`src/design/virtio_mmio_register_block_assert.svh`:
```
// Assertion macros shared by the register block modules.
`ifndef VIRTIO_MMIO_REGISTER_BLOCK_ASSERT_SVH
`define VIRTIO_MMIO_REGISTER_BLOCK_ASSERT_SVH

// Check a same-cycle implication on the rising clock edge, idle in reset.
`define VMMIO_ASSERT_NOW(label, ante, cons) \
  label: assert property (@(posedge clk_i) disable iff (!rst_ni) (ante) |-> (cons)) \
    else $error("register block assertion failed");

// Check an implication in the following cycle, idle in reset.
`define VMMIO_ASSERT_NEXT(label, ante, cons) \
  label: assert property (@(posedge clk_i) disable iff (!rst_ni) (ante) |=> (cons)) \
    else $error("register block assertion failed");

`endif

```
`src/design/vmmio_pkg.sv`:
```
// Shared types, offsets and constants of the virtio-mmio register block.
package vmmio_pkg;

  // Request kinds carried on the input channel
  typedef enum logic [1:0] {
    REQ_READ  = 2'd0,
    REQ_WRITE = 2'd1,
    REQ_EVENT = 2'd2,
    REQ_NOP   = 2'd3
  } req_e;

  // Register offsets within the device window
  localparam logic [11:0] OFF_MAGIC        = 12'h000;
  localparam logic [11:0] OFF_VERSION      = 12'h004;
  localparam logic [11:0] OFF_DEVICE_ID    = 12'h008;
  localparam logic [11:0] OFF_VENDOR_ID    = 12'h00c;
  localparam logic [11:0] OFF_DEV_FEAT     = 12'h010;
  localparam logic [11:0] OFF_DEV_FEAT_SEL = 12'h014;
  localparam logic [11:0] OFF_DRV_FEAT     = 12'h020;
  localparam logic [11:0] OFF_DRV_FEAT_SEL = 12'h024;
  localparam logic [11:0] OFF_QUEUE_SEL    = 12'h030;
  localparam logic [11:0] OFF_QUEUE_MAX    = 12'h034;
  localparam logic [11:0] OFF_QUEUE_NUM    = 12'h038;
  localparam logic [11:0] OFF_QUEUE_READY  = 12'h044;
  localparam logic [11:0] OFF_QUEUE_NOTIFY = 12'h050;
  localparam logic [11:0] OFF_IRQ_STATUS   = 12'h060;
  localparam logic [11:0] OFF_IRQ_ACK      = 12'h064;
  localparam logic [11:0] OFF_STATUS       = 12'h070;
  localparam logic [11:0] OFF_DESC_LO      = 12'h080;
  localparam logic [11:0] OFF_DESC_HI      = 12'h084;
  localparam logic [11:0] OFF_DRIVER_LO    = 12'h090;
  localparam logic [11:0] OFF_DRIVER_HI    = 12'h094;
  localparam logic [11:0] OFF_DEVICE_LO    = 12'h0a0;
  localparam logic [11:0] OFF_DEVICE_HI    = 12'h0a4;
  localparam logic [11:0] OFF_CONFIG_GEN   = 12'h0fc;

  // Identification values and limits
  localparam logic [31:0] MAGIC_VALUE      = 32'h7472_6976;
  localparam logic [31:0] VERSION_VALUE    = 32'h0000_0002;
  localparam logic [31:0] DEVICE_ID_VALUE  = 32'h0000_0004;
  localparam logic [31:0] VENDOR_ID_VALUE  = 32'h554d_4551;
  localparam logic [31:0] MAX_RING_ENTRIES = 32'd128;
  localparam logic [63:0] OFFERED_RESET    = 64'h0000_0001_0000_0000;
  localparam int unsigned STATUS_FEATURES_OK_BIT = 3;

  // Fields of one bus access
  typedef struct packed {
    req_e        req_type;
    logic [11:0] offset;
    logic [31:0] write_data;
  } vmmio_req_t;

  // Fields of one result
  typedef struct packed {
    logic [31:0] read_data;
    logic        notify_valid;
    logic [31:0] notify_queue;
    logic        irq_raise;
    logic        device_reset;
  } vmmio_rsp_t;

endpackage

```
`src/design/vmmio_regfile.sv`:
```
// Register state, read decode and write handling of the virtio-mmio block.
module vmmio_regfile
  import vmmio_pkg::*;
(
  input  logic       clk_i,
  input  logic       rst_ni,
  input  logic       step_en_i,
  input  vmmio_req_t req_i,
  input  logic       cfg_we_i,
  input  logic [63:0] cfg_data_i,
  output vmmio_rsp_t rsp_o
);

  logic [63:0] offered_q, offered_d;
  logic [31:0] dev_sel_q, dev_sel_d;
  logic [31:0] drv_sel_q, drv_sel_d;
  logic [63:0] accepted_q, accepted_d;
  logic [31:0] sel_queue_q, sel_queue_d;
  logic [31:0] ring_entries_q, ring_entries_d;
  logic        ring_ready_q, ring_ready_d;
  logic [63:0] desc_base_q, desc_base_d;
  logic [63:0] driver_base_q, driver_base_d;
  logic [63:0] device_base_q, device_base_d;
  logic [31:0] irq_status_q, irq_status_d;
  logic [31:0] status_q, status_d;

  logic        q0;
  logic [31:0] rd_val;
  logic [31:0] wr_val;
  logic [31:0] status_or;
  logic        ring_cleared;

  assign q0     = (sel_queue_q == 32'd0);
  assign wr_val = req_i.write_data;

  // Decode register reads
  always_comb begin
    unique case (req_i.offset)
      OFF_MAGIC:        rd_val = MAGIC_VALUE;
      OFF_VERSION:      rd_val = VERSION_VALUE;
      OFF_DEVICE_ID:    rd_val = DEVICE_ID_VALUE;
      OFF_VENDOR_ID:    rd_val = VENDOR_ID_VALUE;
      OFF_DEV_FEAT: begin
        if (dev_sel_q == 32'd0) rd_val = offered_q[31:0];
        else if (dev_sel_q == 32'd1) rd_val = offered_q[63:32];
        else rd_val = 32'd0;
      end
      OFF_DEV_FEAT_SEL: rd_val = dev_sel_q;
      OFF_QUEUE_SEL:    rd_val = sel_queue_q;
      OFF_QUEUE_MAX:    rd_val = q0 ? MAX_RING_ENTRIES : 32'd0;
      OFF_QUEUE_NUM:    rd_val = ring_entries_q;
      OFF_QUEUE_READY:  rd_val = {31'd0, ring_ready_q};
      OFF_IRQ_STATUS:   rd_val = irq_status_q;
      OFF_STATUS:       rd_val = status_q;
      OFF_DESC_LO:      rd_val = desc_base_q[31:0];
      OFF_DESC_HI:      rd_val = desc_base_q[63:32];
      OFF_DRIVER_LO:    rd_val = driver_base_q[31:0];
      OFF_DRIVER_HI:    rd_val = driver_base_q[63:32];
      OFF_DEVICE_LO:    rd_val = device_base_q[31:0];
      OFF_DEVICE_HI:    rd_val = device_base_q[63:32];
      OFF_CONFIG_GEN:   rd_val = 32'd0;
      default:          rd_val = 32'd0;
    endcase
  end

  assign status_or = status_q | wr_val;

  // Compute next state and the result of the current access
  always_comb begin
    offered_d      = cfg_we_i ? cfg_data_i : offered_q;
    dev_sel_d      = dev_sel_q;
    drv_sel_d      = drv_sel_q;
    accepted_d     = accepted_q;
    sel_queue_d    = sel_queue_q;
    ring_entries_d = ring_entries_q;
    ring_ready_d   = ring_ready_q;
    desc_base_d    = desc_base_q;
    driver_base_d  = driver_base_q;
    device_base_d  = device_base_q;
    irq_status_d   = irq_status_q;
    status_d       = status_q;
    rsp_o          = '0;

    unique case (req_i.req_type)
      REQ_READ: rsp_o.read_data = rd_val;
      REQ_WRITE: begin
        unique case (req_i.offset)
          OFF_DEV_FEAT_SEL: dev_sel_d = wr_val;
          OFF_DRV_FEAT_SEL: drv_sel_d = wr_val;
          OFF_DRV_FEAT: begin
            if (drv_sel_q == 32'd0) accepted_d[31:0] = wr_val;
            else if (drv_sel_q == 32'd1) accepted_d[63:32] = wr_val;
          end
          OFF_QUEUE_SEL:   sel_queue_d = wr_val;
          OFF_QUEUE_NUM:   if (q0) ring_entries_d = wr_val;
          OFF_QUEUE_READY: if (q0) ring_ready_d = (wr_val != 32'd0);
          OFF_DESC_LO:     if (q0) desc_base_d[31:0] = wr_val;
          OFF_DESC_HI:     if (q0) desc_base_d[63:32] = wr_val;
          OFF_DRIVER_LO:   if (q0) driver_base_d[31:0] = wr_val;
          OFF_DRIVER_HI:   if (q0) driver_base_d[63:32] = wr_val;
          OFF_DEVICE_LO:   if (q0) device_base_d[31:0] = wr_val;
          OFF_DEVICE_HI:   if (q0) device_base_d[63:32] = wr_val;
          OFF_QUEUE_NOTIFY: begin
            rsp_o.notify_valid = 1'b1;
            rsp_o.notify_queue = wr_val;
          end
          OFF_IRQ_ACK: irq_status_d = irq_status_q & ~wr_val;
          OFF_STATUS: begin
            if (wr_val == 32'd0) begin
              // Drop status, interrupt and ring state back to their reset values
              status_d           = 32'd0;
              irq_status_d       = 32'd0;
              ring_ready_d       = 1'b0;
              ring_entries_d     = 32'd0;
              desc_base_d        = 64'd0;
              driver_base_d      = 64'd0;
              device_base_d      = 64'd0;
              rsp_o.device_reset = 1'b1;
            end else begin
              // Refuse FEATURES_OK if the driver took unoffered features
              status_d = status_or;
              if ((accepted_q & ~offered_q) != 64'd0) begin
                status_d[STATUS_FEATURES_OK_BIT] = 1'b0;
              end
            end
          end
          default: ;
        endcase
      end
      REQ_EVENT: begin
        irq_status_d[0] = 1'b1;
        rsp_o.irq_raise = 1'b1;
      end
      REQ_NOP: ;
      default: ;
    endcase
  end

  // Hold configuration across accesses
  always_ff @(posedge clk_i or negedge rst_ni) begin
    if (!rst_ni) begin
      offered_q <= OFFERED_RESET;
    end else begin
      offered_q <= offered_d;
    end
  end

  // Update device state once per processed access
  always_ff @(posedge clk_i or negedge rst_ni) begin
    if (!rst_ni) begin
      dev_sel_q      <= '0;
      drv_sel_q      <= '0;
      accepted_q     <= '0;
      sel_queue_q    <= '0;
      ring_entries_q <= '0;
      ring_ready_q   <= 1'b0;
      desc_base_q    <= '0;
      driver_base_q  <= '0;
      device_base_q  <= '0;
      irq_status_q   <= '0;
      status_q       <= '0;
    end else if (step_en_i) begin
      dev_sel_q      <= dev_sel_d;
      drv_sel_q      <= drv_sel_d;
      accepted_q     <= accepted_d;
      sel_queue_q    <= sel_queue_d;
      ring_entries_q <= ring_entries_d;
      ring_ready_q   <= ring_ready_d;
      desc_base_q    <= desc_base_d;
      driver_base_q  <= driver_base_d;
      device_base_q  <= device_base_d;
      irq_status_q   <= irq_status_d;
      status_q       <= status_d;
    end
  end

  assign ring_cleared = !ring_ready_q && ring_entries_q == 32'd0 && status_q == 32'd0;

`include "virtio_mmio_register_block_assert.svh"

  `VMMIO_ASSERT_NEXT(a_reset_clears_ring, step_en_i && rsp_o.device_reset, ring_cleared)
  `VMMIO_ASSERT_NEXT(a_event_sets_irq, step_en_i && req_i.req_type == REQ_EVENT, irq_status_q[0])
  `VMMIO_ASSERT_NEXT(a_state_holds_idle, !step_en_i, $stable({accepted_q, status_q, irq_status_q}))

endmodule

```
`src/design/virtio_mmio_register_block.sv`:
```
// Top level of the virtio-mmio register block: input stage and result register.
//
// Register front end of a single-queue virtio-mmio entropy device.
// Input channel (in_valid_i / in_stall_o / in_data_i) carries one bus access
// per transfer: a register read, a register write, a completion event or a no-op.
// Output channel (out_valid_o / out_stall_i / out_data_o) returns exactly one
// result per access: read data, notify pulse, interrupt raise, device reset.
// Configuration channel (cfg_valid_i / cfg_ready_o / cfg_data_i) writes the
// 64-bit offered feature word; it is always ready. Write it only while idle; the block does not enforce this.
// An accepted access is captured in the input register, then decoded, and its
// result is loaded into the result register, where it stays valid until taken.
// Throughput: one access per cycle while the receiver does not stall; the decode
// and register update lie between the input register and the result register.
// When the receiver stalls, the result register holds; the input register
// fills and then in_stall_o rises until the result is taken.
// Reset clears both pipeline stages and puts every device register at its reset
// value, with only the version-1 feature offered.
module virtio_mmio_register_block
  import vmmio_pkg::*;
(
  input  logic        clk_i,
  input  logic        rst_ni,
  input  logic        in_valid_i,
  output logic        in_stall_o,
  input  vmmio_req_t  in_data_i,
  output logic        out_valid_o,
  input  logic        out_stall_i,
  output vmmio_rsp_t  out_data_o,
  input  logic        cfg_valid_i,
  output logic        cfg_ready_o,
  input  logic [63:0] cfg_data_i
);

  logic       s1_valid_q;
  vmmio_req_t s1_req_q;
  logic       out_valid_q;
  vmmio_rsp_t out_rsp_q;
  vmmio_rsp_t rsp;
  logic       out_free;
  logic       s1_advance;
  logic       in_xfer;
  logic [2:0] side_fx;
  logic       notify_clean;

  // Advance the input stage whenever the result register can take a value
  assign out_free   = !out_valid_q || !out_stall_i;
  assign s1_advance = s1_valid_q && out_free;
  assign in_stall_o = s1_valid_q && !out_free;
  assign in_xfer    = in_valid_i && !in_stall_o;
  assign cfg_ready_o = 1'b1;

  vmmio_regfile u_regfile (
    .clk_i      (clk_i),
    .rst_ni     (rst_ni),
    .step_en_i  (s1_advance),
    .req_i      (s1_req_q),
    .cfg_we_i   (cfg_valid_i),
    .cfg_data_i (cfg_data_i),
    .rsp_o      (rsp)
  );

  // Hold the input stage valid bit
  always_ff @(posedge clk_i or negedge rst_ni) begin
    if (!rst_ni) begin
      s1_valid_q <= 1'b0;
    end else if (out_free || !s1_valid_q) begin
      s1_valid_q <= in_xfer;
    end
  end

  // Capture the accepted access
  always_ff @(posedge clk_i) begin
    if (in_xfer) begin
      s1_req_q <= in_data_i;
    end
  end

  // Hold the result valid bit until the receiver takes the transfer
  always_ff @(posedge clk_i or negedge rst_ni) begin
    if (!rst_ni) begin
      out_valid_q <= 1'b0;
    end else if (out_free) begin
      out_valid_q <= s1_valid_q;
    end
  end

  // Load the result register
  always_ff @(posedge clk_i) begin
    if (s1_advance) begin
      out_rsp_q <= rsp;
    end
  end

  assign out_valid_o = out_valid_q;
  assign out_data_o  = out_rsp_q;

  assign side_fx      = {out_rsp_q.notify_valid, out_rsp_q.irq_raise, out_rsp_q.device_reset};
  assign notify_clean = out_rsp_q.notify_valid || out_rsp_q.notify_queue == 32'd0;

`include "virtio_mmio_register_block_assert.svh"

  `VMMIO_ASSERT_NOW(a_one_side_effect, out_valid_q, $onehot0(side_fx))
  `VMMIO_ASSERT_NOW(a_notify_queue_zero, out_valid_q, notify_clean)
  `VMMIO_ASSERT_NOW(a_stall_needs_item, in_stall_o, s1_valid_q && out_valid_q)
  `VMMIO_ASSERT_NEXT(a_stage_moves, s1_valid_q && !out_valid_q, out_valid_q)

endmodule

```
`config.mk`:
```
export PLATFORM = sky130hd
export DESIGN_NAME = virtio_mmio_register_block
export DESIGN_NICKNAME = d
export VERILOG_FILES = /design/src/design/vmmio_pkg.sv /design/src/design/vmmio_regfile.sv /design/src/design/virtio_mmio_register_block.sv
export VERILOG_INCLUDE_DIRS = /design/src /design/src/design
export SDC_FILE = /design/constraint.sdc
export NUM_CORES = 1
export LEC_CHECK = 0
export BUFFER_PORTS_ARGS = -buffer_cell sky130_fd_sc_hd__buf_4
export CAP_MARGIN = 20
export CELL_PAD_IN_SITES_DETAIL_PLACEMENT = 1
export CELL_PAD_IN_SITES_GLOBAL_PLACEMENT = 1
export CORE_MARGIN = 1.5
export CORE_UTILIZATION = 54
export CTS_CLUSTER_SIZE = 14
export DETAILED_ROUTE_END_ITERATION = 8
export PLACE_DENSITY_LB_ADDON = 0.25
export REMOVE_ABC_BUFFERS = 1
export SLEW_MARGIN = 40
export SYNTH_ARGS = -nofsm -noshare
export SYNTH_HDL_FRONTEND = slang
export SYNTH_SLANG_ARGS = --single-unit
export TNS_END_PERCENT = 10
```
`constraint.sdc`:
```
create_clock -name clk_i -period 10.25 [get_ports clk_i]
set_clock_uncertainty 0.05 [all_clocks]
set_input_delay 0.5125 -clock clk_i [delete_from_list [all_inputs] [get_ports clk_i]]
set_output_delay 0.5125 -clock clk_i [all_outputs]
set_load 0.005 [all_outputs]
```
Word level (Yosys, flattened, before mapping)
Cells that the tools add are included.
- output and inout bits: 70
- memories kept: 0
- register bits after elaboration: 628
- bits in latches: 0
- word-level logic and storage cells: 139
- bits in writable memories: 0
- input bits: 115
- bits in read-only memories: 0
- div/mod/pow operators: 0
- eq/ne operators: 36
- multiplexer cells: 24
- $lt $le $gt $ge: 0
- multiply operators: 0
- add/sub/neg operators: 0
- reduce and logical (&&, ||, !) cells: 46
- shift-type cells: 0
- bitwise operators: 6
- operators by type and width (operator ; number):
    32-bit one-hot mux with 18 select lines ; 1
    32-bit one-hot mux with 2 select lines ; 8
    32-bit 2-to-1 mux ; 5
    32-bit logical NOT ; 4
    12-bit by 8-bit equality test with 1-bit output, second input constant ; 6
    64-bit AND ; 1
    32-bit by 1-bit equality test with 1-bit output, second input constant ; 2
    64-bit 2-to-1 mux ; 1
    64-bit inverter ; 1
    64-bit nonzero test ; 1
    12-bit by 6-bit equality test with 1-bit output, second input constant ; 5
    12-bit by 7-bit equality test with 1-bit output, second input constant ; 5
    5-bit AND reduction ; 9
    33-bit 2-to-1 mux ; 1
    32-bit AND ; 1
    32-bit inverter ; 1
    32-bit bitwise OR ; 1
    32-bit nonzero test ; 1
    12-bit by 4-bit equality test with 1-bit output, second input constant ; 2
    12-bit by 5-bit equality test with 1-bit output, second input constant ; 2
    2-bit nonzero test ; 10
    2-bit by 1-bit inequality test with 1-bit output, second input constant ; 9
    12-bit by 3-bit equality test with 1-bit output, second input constant ; 1
    12-bit logical NOT ; 1
    15 further kinds ; 33

Depth between registers and ports, before layout
Gate-level depths: netlist of the first run.
- word-level depth: 6
- mapped depth: 10
- depth with buffers taken out: 6

Cells and area by module
From an unflattened synthesis of the first run, not the netlist that was laid out.
- cell total of the unflattened synthesis: 2164
- area, all modules: 28086.9 µm²
- by module, submodules not included (module ; area an instance (µm²) ; sequential area each (µm²) ; instances ; cells each):
    vmmio_regfile ; 24589.8 ; 12838.6 ; 1 ; 2041
    virtio_mmio_register_block ; 3497.1 ; 3443.3 ; 1 ; 123

Worst setup path before layout of the first run
Ideal clock, no wire load.
- path type: input-to-reg
- from: input port out_stall_i
- to: register u_regfile.drv_sel_q[10]
- arrival time: 3.856 ns
- cell stages on the path: 6
- path slack: 6.220 ns
- buffers on the path: 1
- required time: 10.075 ns
- setup time: 0.125 ns
- cell sequence: nand2_1 -> and2_1 -> nand2_1 -> nor4_4 -> buf_2 -> mux2_2
- word-level cells in the longest chain between the ends: 4
- RTL lines (item ; RTL line ; source):
    start: declaration ; virtio_mmio_register_block.sv:27 ; input logic out_stall_i,
    1-bit logical NOT ; virtio_mmio_register_block.sv:46 ; assign out_free = !out_valid_q || !out_stall_i;
    1-bit logical OR ; virtio_mmio_register_block.sv:46 ;
    1-bit logical AND ; virtio_mmio_register_block.sv:47 ; assign s1_advance = s1_valid_q && out_free;
    net s1_advance ; virtio_mmio_register_block.sv:40 ; logic s1_advance;
    3-bit AND reduction (no line) ; -- ;
    end signal: assignment ; vmmio_regfile.sv:164 ; drv_sel_q <= drv_sel_d;
    end: declaration ; vmmio_regfile.sv:16 ; logic [31:0] drv_sel_q, drv_sel_d;
The timed path passes the listed nets, and every way through them passes these cells.
A chain may end at the register's enable or synchronous reset.

Worst setup path after layout of the first run
- from: register s1_req_q[37] (netlist bit)
- to: register u_regfile.status_q[14]
- word-level cells in the longest chain between the ends: 2
- RTL lines (item ; RTL line ; source):
    start: declaration ; virtio_mmio_register_block.sv:35 ; vmmio_req_t s1_req_q;
    start signal: assignment ; virtio_mmio_register_block.sv:74 ; s1_req_q <= in_data_i;
    12-bit by 7-bit equality test with 1-bit output ; vmmio_regfile.sv:87 ; unique case (req_i.offset)
    3-bit AND reduction (no line) ; -- ;
    end signal: assignment ; vmmio_regfile.sv:173 ; status_q <= status_d;
    end: declaration ; vmmio_regfile.sv:25 ; logic [31:0] status_q, status_d;
No other way between the ends.

==> impl_metrics.ini, run 1 <==
[status]
status = completed

[final_layout]
drive_above_1_share_pct = 35.1
layout.cells.non_filler = 3081
final_cell_area_mm2 = 0.0327
area_delta_synth_final_pct = 16.5
nets = 2462
n_fill_cell = 4894

[worst_setup_path]
cpMostUsedCell = buf_4
rr_startpoint = s1_req_q[37]
crit_path_max_fanout = 51
setup.worst_path.start_class = flip-flop
endpoint_kind = flip-flop
cp.arrival_ns = 4.45
rr_endpoint = u_regfile.status_q[14]
reg2reg_slack_ns = 6.21
reg2reg_depth = 7
slowest_stage = and3_4
worstPathRequired_ns = 10.66
path_class = flip-flop to flip-flop
crit_chain = buf_4 -> buf_4 -> and4b_1 -> and3_4 -> buf_4 -> and3_4 -> nor2_1
slowest_delay_ns = 0.72

[global_routing]
grtUsageMet2_pct = 62.5
grtUsageTotal_pct = 39.9
globalRouteMet3Util_pct = 7.72
grt_start_max_net_pins = 156
grt_pass1_vias = 21900
antenna_found_initial = 3
busiest_layer = met2
grt_overflow = 0
grt_pass1_wl_um = 153000
use_met1_pct = 51.4

[clocking]
clockRootBuffer = clkbuf_16
numClockSinks = 628
cts_max_level = 3
clock_path_buffers = 3
numCtsBuffers = 67
clk_latency_ns = 0.63
cts_tree = built
clk_pin_slew_worst_paths_ns = 0.06

[routing]
routed_via_density = 6.71
drt_pre_antenna_iters = 6
dr_total_vias = 20700
drcViolationCount = 0
drt_wl_total_um = 105000
drt_iter0_drc = 2556
route.detailed.wl_per_inst_um = 34.2
ant_nets = 0

[worst_hold_path]
hold_path.startpoint = in_data_i[26]
min_path_cells = 1
min_to = s1_req_q[26]
hold_path.class = primary input to flip-flop

[floorplan]
die-area_mm2 = 0.0533
rows = 83
die_h_um = 231
fp.dieW_um = 231
ios = 185
start_util_pct = 54.7
core-area_mm2 = 0.0513

[timing]
finalCritPeriodShare_pct = 39.4
rsz0062_at_grt = false
setup_tns_ns = 0
slew_headroom_pct = 34.2
slew_viol_final = 0
setup_viol = 0
fmax_mhz = 247
period_needed_ns = 4.04
hold_viol = 0
layout_setup_ws_ns = 6.21
worst_pin_slew_ns = 0.985

[job]
cap_violations = 0

[placement]
portBuffers = 183
hpwlAfterDp_um = 68200
place_inst = 2937
dp_slack_ns = 5.86
placed_area_mm2 = 0.0301
routabilityCongestion = 0.996

[synthesis]
ys_seq_area_share_pct = 58.1
synth_top_cells_by_count = dfrtp_1, mux2_2, edfxtp_1
ys.flop_type = dfrtp_1
yosys_warnings = 0
syn_area_mm2 = 0.0280
synth_area_per_cell_um2 = 13.0
async_flop_share_pct = 82.0
ys_top_cells_by_area = dfrtp_1, mux2_2, edfxtp_1
synthCells = 2165
synth-edff-count = 113
ys_types = 74
yosysMostFrequentCell = dfrtp_1
yosys.area.top_type_share_pct = 45.9
synth_seq_cells = 628
synth_top_cell_by_area = dfrtp_1

[pwr]
leakagePower_nw = 14.8
peakVddDrop_mv = 0.168
power_density_mw_per_mm2 = 170
-- registers in the layout (all words and copies together) (netlist names), 32 cells and up --
signal	count
out_data_o	67
s1_req_q	46
u_regfile.accepted_q	64
u_regfile.desc_base_q	64
u_regfile.dev_sel_q	32
u_regfile.device_base_q	64
u_regfile.driver_base_q	64
u_regfile.drv_sel_q	32
u_regfile.irq_status_q	32
u_regfile.offered_q	64
u_regfile.ring_entries_q	32
u_regfile.sel_queue_q	32
u_regfile.status_q	32
-- cell families (layout without fill, tap and decap cells) --
group	Yosys count	after routing	share of synthesized area, %
and+or+nand+nor	410	410	7.76
muxes	518	518	20.9
adders and majority gates	3	3	0.134
AOI/OAI and AO/OA	372	372	9.12
DFF	628	628	58.1
other	1	3	0.0134
xor gates and xnor gates	2	2	0.0625
buffers and inverters	231	465	3.98
-- worst max-delay path: cells and delay by family, from the launching register on --
kind	cells	cell delay [ns]
AND/OR/NAND/NOR	4	2.09
flip-flops	1	0.32
buffers and inverters	3	1.34
-- worst max-delay path by stage --
stage	from	end	slack [ns]	depth (start not counted)
2_1_floorplan	s1_req_q[34]	u_regfile.desc_base_q[0]	4.71	5
5_1_grt	s1_req_q[37]	u_regfile.status_q[14]	6.18	7
3_3_place_gp	s1_req_q[34]	u_regfile.device_base_q[60]	5.88	7
4_1_cts	s1_req_q[37]	u_regfile.status_q[17]	5.81	7
6_report	s1_req_q[37]	u_regfile.status_q[14]	6.21	7
3_5_place_dp	s1_req_q[37]	u_regfile.status_q[23]	5.86	7
-- timing repair --
item | in CTS | in global routing
endpoints found under the hold margin | 121 | 0
endpoints found under the setup margin | 0 | 0
resized for setup | 0 | 0
buffers inserted | 0 | 0
hold buffers | 16 | 0
-- cell type report --
cell class | instances | area [um^2] | area share, %
antenna | 2 | 5.00 | 0.0153
clock inverter | 26 | 338 | 1.03
tap | 680 | 851 | 2.60
sequential | 628 | 16300 | 49.9
clock buffer | 98 | 1940 | 5.93
timing repair buffer | 274 | 2260 | 6.91
inverter | 67 | 251 | 0.770
multi-input combinational | 1306 | 10700 | 32.9
-- stage by stage --
stage / power (W) / hold slack [ns] / utilization (%)
floorplan: 0.00279 / 0.167 / -
global placement: 0.00301 / 0.417 / 58.5
detailed placement: 0.00303 / 0.426 / 58.8
CTS: 0.00556 / 0.00107 / 63.5
global route: 0.00568 / 0.00243 / 63.7
finish: 0.00556 / 0.0179 / 63.7
-- routing by layer --
layer | wire [um] | part of all wire [%] | vias up
met3 | 8890 | 8.4 | 354
met4 | 7360 | 7.0 | 0
met5 | 0 | 0 | -
li1 | - | - | 8286
met2 | 48800 | 46 | 1208
met1 | 40200 | 38 | 10800
-- report_power, final --
group	total, W	leakage (nW)	internal (W)	switching (W)
logic	0.000349	5.53	0.000118	0.000231
registers	0.00265	8.16	0.00260	0.0000515
clock network	0.00256	1.11	0.00150	0.00106
-- cell usage in the layout (no fill, tap or decap), types with 8 or more instances in the layout --
master	instances
a22oi_1	37
clkbuf_1	19
and3_1	9
o22ai_1	35
clkbuf_8	10
nor2_1	103
dlygate4sd3_1	16
a21oi_1	83
nor2b_1	39
nor4_1	37
edfxtp_1	113
a22o_1	20
nand2_1	85
nand2b_1	8
a222oi_1	15
nor2_4	9
and2_1	33
inv_1	67
dfrtp_1	513
o21ai_0	49
mux2i_1	54
buf_4	247
a31oi_1	22
a221oi_1	31
nor3_1	19
clkbuf_16	69
mux2_1	25
o21a_1	33
mux2_2	421
nand3_1	20
mux2_4	15
Note: power is estimated with default switching activity, not from simulation.
==> run 2: changes to the inputs <==
ABC_AREA = 1   (was default)
CORE_UTILIZATION = 41   (was 54)
clock period = 3.7 ns   (was 10.25 ns; I/O delays follow)
==> run 2 against run 1 <==
Clock power grew to 2.7 times the previous value. Synthesized cell count grew 65%. Register-to-register slack worse by 5.7 ns. Hold slack improved by 0.012 ns. First-iteration DRC count rose by 23%. Sequential share of layout area decreased by 3.3 points. Die area grew 35%. Routed wire length increased by 19%. Fmax rose by 26%.
==> impl_metrics.ini, run 2 <==
[routing]
drt_wl_total_um = 125000
drcViolationCount = 0
routed_via_density = 5.62
drt_pre_antenna_iters = 5
route.detailed.wl_per_inst_um = 25.7
ant_nets = 0
dr_total_vias = 27300
drt_iter0_drc = 3153

[clocking]
clockRootBuffer = clkbuf_16
clk_latency_ns = 0.62
numClockSinks = 628
cts_setup_buffers = 0
clock_path_buffers = 3
cts_max_level = 3
clk_pin_slew_worst_paths_ns = 0.06
numCtsBuffers = 71
cts_tree = built

[synthesis]
yosysMostFrequentCell = nand2_1
synth_top_cell_by_area = dfrtp_1
synth_area_per_cell_um2 = 8.06
ys_top_cells_by_area = dfrtp_1, nand2_1, edfxtp_1
ys_seq_area_share_pct = 56.5
ys_types = 34
syn_area_mm2 = 0.0288
synth_top_cells_by_count = nand2_1, dfrtp_1, nand3_1
ys.flop_type = dfrtp_1
yosys_warnings = 0
synthCells = 3579
async_flop_share_pct = 82.0
yosys.area.top_type_share_pct = 44.6
synth-edff-count = 113
synth_seq_cells = 628

[worst_setup_path]
worstPathRequired_ns = 4.19
rr_startpoint = s1_req_q[3]
reg2reg_slack_ns = 0.49
endpoint_kind = flip-flop
reg2reg_depth = 11
setup.worst_path.start_class = flip-flop
crit_end = u_regfile.device_base_q[34]
worstSetupStartpoint = s1_req_q[3]
rr_endpoint = u_regfile.device_base_q[34]
cp.arrival_ns = 3.70
path_class = flip-flop to flip-flop
crit_path_max_fanout = 110

[timing]
rsz0062_at_grt = false
period_needed_ns = 3.21
hold_viol = 0
slew_viol_final = 0
slew_headroom_pct = 40.2
worst_pin_slew_ns = 0.893
holdWs_ns = 0.0295
layout_setup_ws_ns = 0.491
fmax_mhz = 312
finalCritPeriodShare_pct = 86.7
setup_viol = 0
setup_tns_ns = 0

[final_layout]
seq_area_mm2 = 0.0163
most-common-layout-cells = nand2_1, dfrtp_1, nand3_1
layout_commonest_cell = nand2_1
multi_input_area_mm2 = 0.0109
largest_register_ffs = 67
n_fill_cell = 8327
drive_above_1_share_pct = 12.1
area_delta_synth_final_pct = 21.2
nets = 3982

[status]
status = completed

[placement]
routabilityCongestion = 0.935
hpwlAfterDp_um = 81300
portBuffers = 183
dp_slack_ns = 0.679

[pwr]
power.total_w = 0.0156
leakagePower_nw = 18.1
peakVddDrop_mv = 0.342
power_density_mw_per_mm2 = 446

[global_routing]
grt_overflow = 0
grtUsageTotal_pct = 34.8
grt_pass1_vias = 27700
antenna_found_initial = 4
grt_start_max_net_pins = 111
grt_pass1_wl_um = 183000

[floorplan]
rows = 97
die_h_um = 268
fp.dieW_um = 268
core-area_mm2 = 0.0698
die-area_mm2 = 0.0719
ios = 185
start_util_pct = 41.3

[job]
cap_violations = 0

[worst_hold_path]
hold_path.class = primary input to flip-flop
hold_path.startpoint = cfg_valid_i
min_path_cells = 3
run 2: changes by cell type after synthesis, sizes merged, moves of 35 or more:
cell and delta:
mux2 -458, nor2b -40, inv +131, mux2i -54, o21ai +155, nor2 +266, nand2 +1282, o22ai -35
buf +52, nand3 +416, a22oi -37, and2 -35
run 2: layer usage:
| layer | share of wire (%) | vias to the layer above | GRT usage (%) |
|---|---|---|---|
| met4 | 5.2 | 2 | 16.9 |
| met5 | 0.011 | - | 0 |
| met2 | 45 | 1280 | 55.0 |
| met1 | 42 | 13800 | 47.2 |
| met3 | 7.7 | 297 | 4.78 |
| li1 | - | 12000 | - |
run 2: worst max-delay path: stages, from the launching register on:
cell	delay, ns
edfxtp_1	0.49
inv_1	0.32
nand4_1	0.27
nor2_1	0.16
nand2_1	0.08
nor2_2	0.28
nor2_2	0.08
nor2_4	0.14
buf_12	0.39
buf_4	0.47
nand3_1	0.13
nand2_1	0.11
run 2: metrics by stage:
stage	instances	utilization [%]	cell area [um^2]
2_1_floorplan	3383	-	27900
3_3_place_gp	4615	45.2	31500
3_5_place_dp	4617	45.2	31600
4_1_cts	4860	50.1	35000
5_1_grt	4861	50.1	35000
6_report	4861	50.1	35000
run 2: cell type report:
class	instances	share of cell area, %
Clock buffer	104	5.90
Inverter	198	2.13
Sequential cell	628	46.6
Tap cell	940	3.36
Multi-Input combinational cell	2557	31.3
Timing Repair Buffer	408	10.2
Clock inverter	25	0.548
Antenna cell	1	0.00716
run 2: report_power, final:
part / total [W] / internal (W) / switching [W] / leakage [nW]
clock: 0.00701 / 0.00401 / 0.00300 / 1.10
combinational: 0.00120 / 0.000377 / 0.000824 / 8.84
sequential: 0.00739 / 0.00725 / 0.000139 / 8.17
total: 0.0156 / 0.0116 / 0.00397 / 18.1
run 2: how the worst min path moves through the flow:
stage | to | slack, ns
2_1_floorplan | out_valid_o | -0.16
3_3_place_gp | u_regfile.offered_q[29] | 0.18
3_5_place_dp | u_regfile.offered_q[29] | 0.17
4_1_cts | u_regfile.offered_q[4] | 0.02
5_1_grt | u_regfile.offered_q[36] | 0.09
6_report | u_regfile.offered_q[36] | 0.03
run 2: timing repair:
| action | in CTS | in global routing |
|---|---|---|
| hold buffers | 114 | 0 |
| hold endpoints to repair | 175 | 0 |
| gates resized for setup | 0 | 0 |
| endpoints found under the setup margin | 0 | 0 |
run 2: cells by family after synthesis:
family / synth area share, %
simple gates: 31.7
other cells: 0.0130
fa+ha+maj: 0.130
compound gates: 5.73
buf+inv: 5.81
mux: 0.117
flops: 56.5
